===== config.mk =====
export PLATFORM = sky130hd
export DESIGN_NAME = integer_to_custom_radix_text_unit
export DESIGN_NICKNAME = d
export VERILOG_FILES = /design/src/rtl/core/itcrt_pkg.sv /design/src/rtl/core/itcrt_ram.sv /design/src/rtl/core/itcrt_divider.sv /design/src/rtl/core/integer_to_custom_radix_text_unit.sv
export SDC_FILE = /design/constraint.sdc
export NUM_CORES = 1
export LEC_CHECK = 0
export BUFFER_PORTS_ARGS = -buffer_cell sky130_fd_sc_hd__buf_4
export CAP_MARGIN = 20
export CORE_MARGIN = 2
export CORE_UTILIZATION = 55
export DETAILED_ROUTE_END_ITERATION = 12
export GPL_ROUTABILITY_DRIVEN = 0
export PLACE_DENSITY = 0.71
export SLEW_MARGIN = 20
export SYNTH_ARGS = -nofsm -noshare
export SYNTH_HDL_FRONTEND = slang
export SYNTH_SLANG_ARGS = --single-unit

===== constraint.sdc =====
create_clock -name clk -period 3.9 [get_ports clk]
set_clock_uncertainty 0.15 [all_clocks]
set_input_delay 0.78 -clock clk [delete_from_list [all_inputs] [get_ports clk]]
set_output_delay 0.78 -clock clk [all_outputs]
set_load 0.03 [all_outputs]

===== src/rtl/core/itcrt_pkg.sv =====
// Package for the integer to custom radix text unit.
// Holds request/result payload types, character and code constants, FSM states.
// No dependencies.
package itcrt_pkg;

	localparam int VALUE_BITS = 32;
	localparam int LEN_W      = 7;
	localparam int IDX_W      = 6;
	localparam int CHAR_W     = 8;
	localparam int DIG_DEPTH  = VALUE_BITS;
	localparam int DAW        = $clog2(DIG_DEPTH);
	localparam int NDW        = $clog2(DIG_DEPTH + 1);
	localparam int CNT_W      = $clog2(VALUE_BITS);

	localparam logic [CHAR_W-1:0] CH_PLUS  = 8'd43;
	localparam logic [CHAR_W-1:0] CH_MINUS = 8'd45;
	localparam logic [CHAR_W-1:0] CH_NUL   = 8'd0;

	localparam logic ACT_LOAD = 1'b0;
	localparam logic ACT_CONV = 1'b1;

	localparam logic STATUS_OK  = 1'b0;
	localparam logic STATUS_BAD = 1'b1;

	typedef struct packed {
		logic                         action;
		logic [IDX_W-1:0]             digit_index;
		logic [CHAR_W-1:0]            digit_char;
		logic signed [VALUE_BITS-1:0] number;
	} req_t;

	typedef struct packed {
		logic [CHAR_W-1:0] out_char;
		logic              status;
		logic              last;
	} rsp_t;

	typedef enum logic [3:0] {
		ST_IDLE,
		ST_CHK_RD,
		ST_CHK_TEST,
		ST_CMP_RD,
		ST_CMP_TEST,
		ST_INVALID,
		ST_SIGN,
		ST_DIV_GO,
		ST_DIV_WAIT,
		ST_EMIT_RD,
		ST_EMIT_MAP,
		ST_EMIT_OUT
	} state_t;

endpackage


===== src/rtl/core/itcrt_ram.sv =====
// Simple dual-port RAM: one write port, one registered read port with enable.
// Used for the digit alphabet and the digit buffer. No dependencies.
module itcrt_ram #(
	parameter int DEPTH = 64,
	parameter int WIDTH = 8
) (
	input  logic                     clk,
	input  logic                     we,
	input  logic [$clog2(DEPTH)-1:0] waddr,
	input  logic [WIDTH-1:0]         wdata,
	input  logic                     re,
	input  logic [$clog2(DEPTH)-1:0] raddr,
	output logic [WIDTH-1:0]         rdata
);

	logic [WIDTH-1:0] mem [DEPTH];
	logic [WIDTH-1:0] rdata_q;

	always_ff @(posedge clk) begin
		if (we) begin
			mem[waddr] <= wdata;
		end
		if (re) begin
			rdata_q <= mem[raddr];
		end
	end

	assign rdata = rdata_q;

endmodule


===== src/rtl/core/itcrt_divider.sv =====
// Bit-serial restoring divider: one quotient bit per cycle.
// Depends on itcrt_pkg for the value, length and counter widths.
module itcrt_divider (
	input  logic                              clk,
	input  logic                              arst_n,
	input  logic                              start,
	input  logic [itcrt_pkg::VALUE_BITS-1:0]  dividend,
	input  logic [itcrt_pkg::LEN_W-1:0]       divisor,
	output logic                              done,
	output logic [itcrt_pkg::VALUE_BITS-1:0]  quot,
	output logic [itcrt_pkg::LEN_W-1:0]       rem
);

	localparam int VB = itcrt_pkg::VALUE_BITS;
	localparam int LW = itcrt_pkg::LEN_W;
	localparam int CW = itcrt_pkg::CNT_W;

	logic          busy_q;
	logic          done_q;
	logic [CW-1:0] cnt_q;
	logic [VB-1:0] quo_q;
	logic [LW-1:0] rem_q;
	logic [LW-1:0] dvs_q;
	logic [LW:0]   trial;
	logic          ge;

	assign trial = {rem_q, quo_q[VB-1]};
	assign ge    = (trial >= {1'b0, dvs_q});

	always_ff @(posedge clk or negedge arst_n) begin
		if (!arst_n) begin
			busy_q <= 1'b0;
			done_q <= 1'b0;
			cnt_q  <= '0;
		end else begin
			done_q <= 1'b0;
			if (start) begin
				busy_q <= 1'b1;
				cnt_q  <= '0;
			end else if (busy_q) begin
				cnt_q <= cnt_q + CW'(1);
				if (cnt_q == CW'(VB - 1)) begin
					busy_q <= 1'b0;
					done_q <= 1'b1;
				end
			end
		end
	end

	always_ff @(posedge clk) begin
		if (start) begin
			quo_q <= dividend;
			rem_q <= '0;
			dvs_q <= divisor;
		end else if (busy_q) begin
			rem_q <= ge ? LW'(trial - {1'b0, dvs_q}) : LW'(trial);
			quo_q <= {quo_q[VB-2:0], ge};
		end
	end

	assign done = done_q;
	assign quot = quo_q;
	assign rem  = rem_q;

endmodule


===== src/rtl/core/integer_to_custom_radix_text_unit.sv =====
// Top level: signed integer to text in a loaded digit alphabet.
// Depends on itcrt_pkg, itcrt_ram and itcrt_divider.
//
// Usage:
//   req channel (req_valid/req_ready, payload req): a load request
//   (action 0) writes digit_char into alphabet position digit_index and
//   gives no result; positions at or beyond MAX_RADIX are ignored. A convert
//   request (action 1) gives a stream of results on the rsp channel
//   (rsp_valid/rsp_ready, payload rsp), last set on the final one.
//   cfg_we/cfg_wdata set the alphabet length (the radix); write only when idle.
// Sequence:
//   A load is written when accepted. A convert first checks the alphabet
//   (each position read, then compared with every later one, each table
//   read followed by a test state), then the sign, then each digit in turn
//   in the shared serial divider, then each emitted character through the
//   two registered RAM reads.
//   An invalid length or alphabet gives a single result with status set.
//   req_ready is high only between conversions.
// Reset: length clears to 0; alphabet contents stay undefined until loaded.
// A stalled receiver holds the result register and halts the emit sequence.
module integer_to_custom_radix_text_unit #(
	parameter int MAX_RADIX = 64
) (
	input  logic                         clk,
	input  logic                         arst_n,
	input  logic                         req_valid,
	output logic                         req_ready,
	input  itcrt_pkg::req_t              req,
	output logic                         rsp_valid,
	input  logic                         rsp_ready,
	output itcrt_pkg::rsp_t              rsp,
	input  logic                         cfg_we,
	input  logic [itcrt_pkg::LEN_W-1:0]  cfg_wdata
);

	localparam int AW  = $clog2(MAX_RADIX);
	localparam int VB  = itcrt_pkg::VALUE_BITS;
	localparam int LW  = itcrt_pkg::LEN_W;
	localparam int CHW = itcrt_pkg::CHAR_W;
	localparam int DAW = itcrt_pkg::DAW;
	localparam int NDW = itcrt_pkg::NDW;

	itcrt_pkg::state_t state_q, state_d;

	logic [LW-1:0]        len_q;
	logic [VB-1:0]        mag_q;
	logic                 neg_q;
	logic [AW-1:0]        ck_idx_q;
	logic [AW-1:0]        cmp_idx_q;
	logic [CHW-1:0]       cur_q;
	logic [NDW-1:0]       nd_q;
	logic [DAW-1:0]       ei_q;

	itcrt_pkg::rsp_t rsp_q, rsp_d;
	logic            rsp_valid_q;
	logic            emit;
	logic            slot_free;
	logic            accept;

	logic            alpha_we;
	logic            alpha_re;
	logic [AW-1:0]   alpha_raddr;
	logic [CHW-1:0]  alpha_rdata;
	logic [AW-1:0]   dig_rdata;
	logic            dig_we;
	logic            dig_re;

	logic            div_start;
	logic            div_done;
	logic [VB-1:0]   div_quot;
	logic [LW-1:0]   div_rem;

	logic            chk_bad;
	logic            cmp_hit;
	logic            len_bad;
	logic            ck_last;
	logic            cmp_last;

	assign req_ready = (state_q == itcrt_pkg::ST_IDLE);
	assign accept    = req_valid && req_ready;
	assign slot_free = !rsp_valid_q || rsp_ready;

	assign alpha_we = accept && (req.action == itcrt_pkg::ACT_LOAD)
		&& (int'(req.digit_index) < MAX_RADIX);
	assign alpha_re = (state_q == itcrt_pkg::ST_CHK_RD) || (state_q == itcrt_pkg::ST_CMP_RD)
		|| (state_q == itcrt_pkg::ST_EMIT_MAP);
	assign alpha_raddr = (state_q == itcrt_pkg::ST_EMIT_MAP) ? dig_rdata
		: (state_q == itcrt_pkg::ST_CMP_RD) ? cmp_idx_q : ck_idx_q;

	assign dig_we = (state_q == itcrt_pkg::ST_DIV_WAIT) && div_done;
	assign dig_re = (state_q == itcrt_pkg::ST_EMIT_RD);

	assign len_bad  = (len_q < LW'(2)) || (int'(len_q) > MAX_RADIX);
	assign chk_bad  = (alpha_rdata == itcrt_pkg::CH_NUL)
		|| (alpha_rdata == itcrt_pkg::CH_PLUS) || (alpha_rdata == itcrt_pkg::CH_MINUS);
	assign cmp_hit  = (alpha_rdata == cur_q);
	assign ck_last  = (int'(ck_idx_q) == int'(len_q) - 1);
	assign cmp_last = (int'(cmp_idx_q) == int'(len_q) - 1);

	itcrt_ram #(.DEPTH(MAX_RADIX), .WIDTH(CHW)) u_alpha (
		.clk   (clk),
		.we    (alpha_we),
		.waddr (AW'(req.digit_index)),
		.wdata (req.digit_char),
		.re    (alpha_re),
		.raddr (alpha_raddr),
		.rdata (alpha_rdata)
	);

	itcrt_ram #(.DEPTH(itcrt_pkg::DIG_DEPTH), .WIDTH(AW)) u_digits (
		.clk   (clk),
		.we    (dig_we),
		.waddr (nd_q[DAW-1:0]),
		.wdata (AW'(div_rem)),
		.re    (dig_re),
		.raddr (ei_q),
		.rdata (dig_rdata)
	);

	itcrt_divider u_div (
		.clk      (clk),
		.arst_n   (arst_n),
		.start    (div_start),
		.dividend (mag_q),
		.divisor  (len_q),
		.done     (div_done),
		.quot     (div_quot),
		.rem      (div_rem)
	);

	always_ff @(posedge clk or negedge arst_n) begin
		if (!arst_n) begin
			state_q <= itcrt_pkg::ST_IDLE;
		end else begin
			state_q <= state_d;
		end
	end

	always_comb begin
		state_d   = state_q;
		emit      = 1'b0;
		div_start = 1'b0;
		rsp_d     = '{out_char: itcrt_pkg::CH_NUL, status: itcrt_pkg::STATUS_OK, last: 1'b0};
		case (state_q)
			itcrt_pkg::ST_IDLE: begin
				if (accept && (req.action == itcrt_pkg::ACT_CONV)) begin
					state_d = len_bad ? itcrt_pkg::ST_INVALID : itcrt_pkg::ST_CHK_RD;
				end
			end
			itcrt_pkg::ST_CHK_RD: begin
				state_d = itcrt_pkg::ST_CHK_TEST;
			end
			itcrt_pkg::ST_CHK_TEST: begin
				if (chk_bad) begin
					state_d = itcrt_pkg::ST_INVALID;
				end else if (ck_last) begin
					state_d = itcrt_pkg::ST_SIGN;
				end else begin
					state_d = itcrt_pkg::ST_CMP_RD;
				end
			end
			itcrt_pkg::ST_CMP_RD: begin
				state_d = itcrt_pkg::ST_CMP_TEST;
			end
			itcrt_pkg::ST_CMP_TEST: begin
				if (cmp_hit) begin
					state_d = itcrt_pkg::ST_INVALID;
				end else if (cmp_last) begin
					state_d = itcrt_pkg::ST_CHK_RD;
				end else begin
					state_d = itcrt_pkg::ST_CMP_RD;
				end
			end
			itcrt_pkg::ST_INVALID: begin
				rsp_d = '{out_char: itcrt_pkg::CH_NUL, status: itcrt_pkg::STATUS_BAD,
					last: 1'b1};
				if (slot_free) begin
					emit    = 1'b1;
					state_d = itcrt_pkg::ST_IDLE;
				end
			end
			itcrt_pkg::ST_SIGN: begin
				rsp_d = '{out_char: itcrt_pkg::CH_MINUS, status: itcrt_pkg::STATUS_OK,
					last: 1'b0};
				if (!neg_q) begin
					state_d = itcrt_pkg::ST_DIV_GO;
				end else if (slot_free) begin
					emit    = 1'b1;
					state_d = itcrt_pkg::ST_DIV_GO;
				end
			end
			itcrt_pkg::ST_DIV_GO: begin
				div_start = 1'b1;
				state_d   = itcrt_pkg::ST_DIV_WAIT;
			end
			itcrt_pkg::ST_DIV_WAIT: begin
				if (div_done) begin
					state_d = (div_quot == '0) ? itcrt_pkg::ST_EMIT_RD : itcrt_pkg::ST_DIV_GO;
				end
			end
			itcrt_pkg::ST_EMIT_RD: begin
				state_d = itcrt_pkg::ST_EMIT_MAP;
			end
			itcrt_pkg::ST_EMIT_MAP: begin
				state_d = itcrt_pkg::ST_EMIT_OUT;
			end
			itcrt_pkg::ST_EMIT_OUT: begin
				rsp_d = '{out_char: alpha_rdata, status: itcrt_pkg::STATUS_OK, last: (ei_q == '0)};
				if (slot_free) begin
					emit    = 1'b1;
					state_d = (ei_q == '0) ? itcrt_pkg::ST_IDLE : itcrt_pkg::ST_EMIT_RD;
				end
			end
			default: begin
				state_d = itcrt_pkg::ST_IDLE;
			end
		endcase
	end

	always_ff @(posedge clk or negedge arst_n) begin
		if (!arst_n) begin
			len_q       <= '0;
			rsp_valid_q <= 1'b0;
			ck_idx_q    <= '0;
			cmp_idx_q   <= '0;
			nd_q        <= '0;
			ei_q        <= '0;
			neg_q       <= 1'b0;
		end else begin
			if (cfg_we) begin
				len_q <= cfg_wdata;
			end
			if (emit) begin
				rsp_valid_q <= 1'b1;
			end else if (rsp_ready) begin
				rsp_valid_q <= 1'b0;
			end
			if (accept && (req.action == itcrt_pkg::ACT_CONV)) begin
				ck_idx_q <= '0;
				nd_q     <= '0;
				neg_q    <= req.number[VB-1];
			end
			if ((state_q == itcrt_pkg::ST_CHK_TEST) && !chk_bad) begin
				cmp_idx_q <= ck_idx_q + AW'(1);
			end
			if ((state_q == itcrt_pkg::ST_CMP_TEST) && !cmp_hit) begin
				if (cmp_last) begin
					ck_idx_q <= ck_idx_q + AW'(1);
				end else begin
					cmp_idx_q <= cmp_idx_q + AW'(1);
				end
			end
			if (dig_we) begin
				nd_q <= nd_q + NDW'(1);
				ei_q <= nd_q[DAW-1:0];
			end
			if ((state_q == itcrt_pkg::ST_EMIT_OUT) && slot_free && (ei_q != '0)) begin
				ei_q <= ei_q - DAW'(1);
			end
		end
	end

	always_ff @(posedge clk) begin
		if (accept && (req.action == itcrt_pkg::ACT_CONV)) begin
			mag_q <= req.number[VB-1] ? (VB'(0) - req.number) : req.number;
		end else if (dig_we) begin
			mag_q <= div_quot;
		end
		if (state_q == itcrt_pkg::ST_CHK_TEST) begin
			cur_q <= alpha_rdata;
		end
		if (emit) begin
			rsp_q <= rsp_d;
		end
	end

	assign rsp_valid = rsp_valid_q;
	assign rsp       = rsp_q;

endmodule


==> run_results.csv <==
group,metric,value,unit
timing,tightest_slew,0.948,ns
cells_and_area,areaGrowthSynthToFinish,11.8,%
timing,slew_viol_final,0,
timing,final.period_utilization,0.946,
yosys,synth_top_area_frac,0.673,
yosys,synth_area_leader_cell,"edfxtp_1",
placement,portBuffers,70,
clocking,clk_latency,0.65,ns
yosys,syn_inst,2489,
setup_path,path_class,"reg2reg",
route,ant_nets,0,
grt,grt_usage,0.245,
grt,grt_max_degree,74,
clocking,clk_pin_slew,0.07,ns
route,drt_iter0_markers,2712,
yosys,synth_top_family_by_area,"simple AND/OR/NAND/NOR gates",
grt,grt_overflow,0,
clocking,h-tree-depth,3,
yosys,synth_edf_count,807,
cells_and_area,drive_gt1_frac,0.143,
route,post_drt_wl_per_cell,23.6,um
yosys,synth_cell_types,76,
setup_path,crit_fanout,48,
worst_hold_path,worstHoldPathType,"in2reg",
yosys,synth_commonest_cells,"edfxtp_1, nand2_1, nor2_1, a21oi_1, mux2i_1",
pwr,max-vdd-ir-drop,0.363,mV
outcome,status,"complete, no violations",
clocking,tritoncts,"built",
setup_path,r2r_start,"state_q[2]",
clocking,clockRootBuffer,"clkbuf_16",
floorplanning,io_pins,71,
pwr,p_leak,14.0,nW
timing,finalCriticalPeriod,3.69,ns
timing,fin_ws,0.212,ns
cells_and_area,seqCellArea,25400,sq um
timing,fmax,0.271,GHz
grt,grt_pass1_wl,126000,um
yosys,postSynthAreaPerCell,14.5,sq um
setup_path,path_cells,"and4bb_4 > mux2_4 > o21ai_4 > buf_12 > buf_12 > mux2i_1 > o21ai_0 > nor4_1 > a22oi_1 > mux2_2",
timing,rsz0062_at_grt,"false",
yosys,ys_seq_area_frac,0.706,
placement,pre_cts_ws,0.186,ns
grt,grt_pass1_vias,21100,
clocking,cts_made_buffers,87,
yosys,synthAdderAreaFrac,0.00681,
yosys,synthFlopType,"edfxtp_1",
worst_hold_path,hp-start,"cfg_wdata[1]",
grt,antenna_found_initial,0,
setup_path,cp_common_cell,"buf_12",
yosys,synth.area.mux_share,0.0801,
yosys,synthXorXnorAreaFrac,0.0161,
route,routed_wl,82100,um
floorplanning,core_region_area,64600,sq um
route,viasPerCell,6.20,
yosys,synth_compound_gate_area_share,0.0768,
yosys,netlist_top_cells_area,"edfxtp_1, mux4_2, nand2_1",
floorplanning,num_rows,93,
pwr,power_density,587,nW/um^2
floorplanning,die-width,260,um
route,num_vias,21600,
cells_and_area,diodes,0,
yosys,async_flop_share,0.0491,
job,drv_cap,0,
setup_path,cpMaxStageDelayCell,"and4bb_4",
setup_path,cp.arrival,3.94,ns
cells_and_area,nets,2636,
yosys,ys_ff_latch,856,
floorplanning,die-height,260,um
yosys,syn_nets,2567,
route,first_pass_iters,6,
placement,hpwl,50900,um
yosys,synth_most_common_cell,"edfxtp_1",
clocking,postCtsSetupBuffers,0,
setup_path,worstSetupEndpointType,"register",
cells_and_area,multi_input_area,9730,sq um
clocking,cts.sinks,856,
timing,setup_viol,0,
yosys,netlist_area,36000,sq um
clocking,cts_buffer_depth,3,
setup_path,cp-start-kind,"register",
floorplanning,die_area,67500,sq um
cells_and_area,fillers,4628,
setup_path,crit_path_max_incr_delay,0.47,ns
yosys,yosys_warnings,0,
setup_path,startpoint,"state_q[2]",
route,drc_errors,0,
setup_path,required,4.15,ns
floorplanning,initial_utilization,0.558,
yosys,synth-simple-area-share,0.0895,
timing,maxSlewHeadroom,0.366,
timing,tns,0,ns
timing,hold_violations,0,
state kept, by name (all words and copies together), names as in the netlist, 7 cells and up:
signal and count:
u_alpha.mem 512, u_digits.mem 192, mag_q 32, u_div.quot 32, rsp 10, cur_q 8
u_alpha.rdata 8, len_q 7, u_div.dvs_q 7, u_div.rem 7
cell families after synthesis:
| family | after synthesis |
|---|---|
| flops | 856 |
| simple gates | 743 |
| compound gates | 440 |
| mux | 190 |
| buf+inv | 175 |
| xor+xnor | 66 |
| fa+ha+maj | 19 |
through the flow:
step           power, mW  utilization  area (sq um)  hold slack [ns]  std cells
6_report            23.6        0.624         40300            0.210       3478
5_1_grt             24.5        0.624         40300            0.201       3478
4_1_cts             23.7        0.623         40300            0.174       3478
3_5_place_dp        15.5        0.579         37400            0.329       3323
3_3_place_gp        15.3        0.579         37400            0.307       3323
2_1_floorplan       14.1            -         36000            0.273       2489
power breakdown:
part           switching [mW]  internal, mW  leakage (nW)  total (mW)
Sequential              0.449          11.0          7.87        11.4
Combinational            2.50          1.41          4.74        3.91
Clock                    3.53          4.78          1.39        8.31
path summary, 6_finish.rpt:
| path | to | cells past startpoint | slack [ns] |
|---|---|---|---|
| worst max register to register | u_alpha.rdata[5] | 10 | 0.21 |
| worst max-delay path | u_alpha.rdata[5] | 10 | 0.21 |
| max in group asynchronous | ei_q[1] | 2 | 2.65 |
| worst min-delay path | len_q[1] | 3 | 0.21 |
| worst min register to register | u_div.rem[6] | 2 | 0.33 |
| min in group asynchronous | u_div.cnt_q[1] | 2 | 0.51 |
metal layers:
layer  wire (um)  vias to the layer above  global-route usage
li1            -                     9571                   -
met1       34200                    10900               0.353
met2       38900                      982               0.383
met3        6970                      153              0.0463
met4        2020                        0              0.0709
met5           0                        -                   0
placed cells by master, fill, tap and decap left out, types with 9 or more instances in the layout:
| cell | Yosys | final |
|---|---|---|
| xnor2_1 | 29 | 29 |
| and2_1 | 13 | 13 |
| dfrtp_1 | 42 | 40 |
| ha_1 | 18 | 18 |
| mux2_2 | 19 | 19 |
| a21oi_1 | 151 | 151 |
| nand2_1 | 415 | 415 |
| buf_4 | 11 | 121 |
| xor2_1 | 37 | 37 |
| clkinv_2 | 0 | 16 |
| a211oi_1 | 14 | 14 |
| nand3_1 | 27 | 26 |
| mux2i_1 | 94 | 94 |
| nor3_1 | 12 | 12 |
| o22ai_1 | 18 | 18 |
| edfxtp_1 | 807 | 807 |
| mux4_2 | 75 | 75 |
| clkbuf_16 | 0 | 89 |
| o21ai_0 | 82 | 81 |
| nor4_1 | 28 | 27 |
| nor2b_1 | 20 | 20 |
| a32oi_1 | 16 | 16 |
| nand3b_1 | 9 | 9 |
| nand4_1 | 17 | 17 |
| clkinv_1 | 1 | 15 |
| nor2_1 | 159 | 159 |
| clkbuf_1 | 67 | 11 |
| a22oi_1 | 81 | 81 |
| o211ai_1 | 13 | 13 |
| inv_1 | 24 | 24 |
critical path: cells and delay by family (launching register included):
kind / cells / cell delay, ns
AND/OR/NAND/NOR: 2 / 0.94
buffers and inverters: 2 / 0.58
AO/OA/AOI/OAI: 3 / 0.47
flip-flops: 1 / 0.39
multiplexers: 3 / 0.87
area by class of cell:
| cell class | count | area share |
|---|---|---|
| Inverter | 25 | 0.00233 |
| Tap cell | 855 | 0.0266 |
| Clock buffer | 102 | 0.0570 |
| Clock inverter | 52 | 0.0141 |
| Sequential cell | 856 | 0.631 |
| Timing Repair Buffer | 130 | 0.0268 |
| Multi-Input combinational cell | 1458 | 0.242 |
timing repair:
action / in CTS / in global routing
hold endpoints to repair: 38 / 0
hold buffers: 1 / 0
gates resized for setup: 0 / 1
endpoints found under the setup margin: 0 / 1
Power figures use the tool's default switching activity.
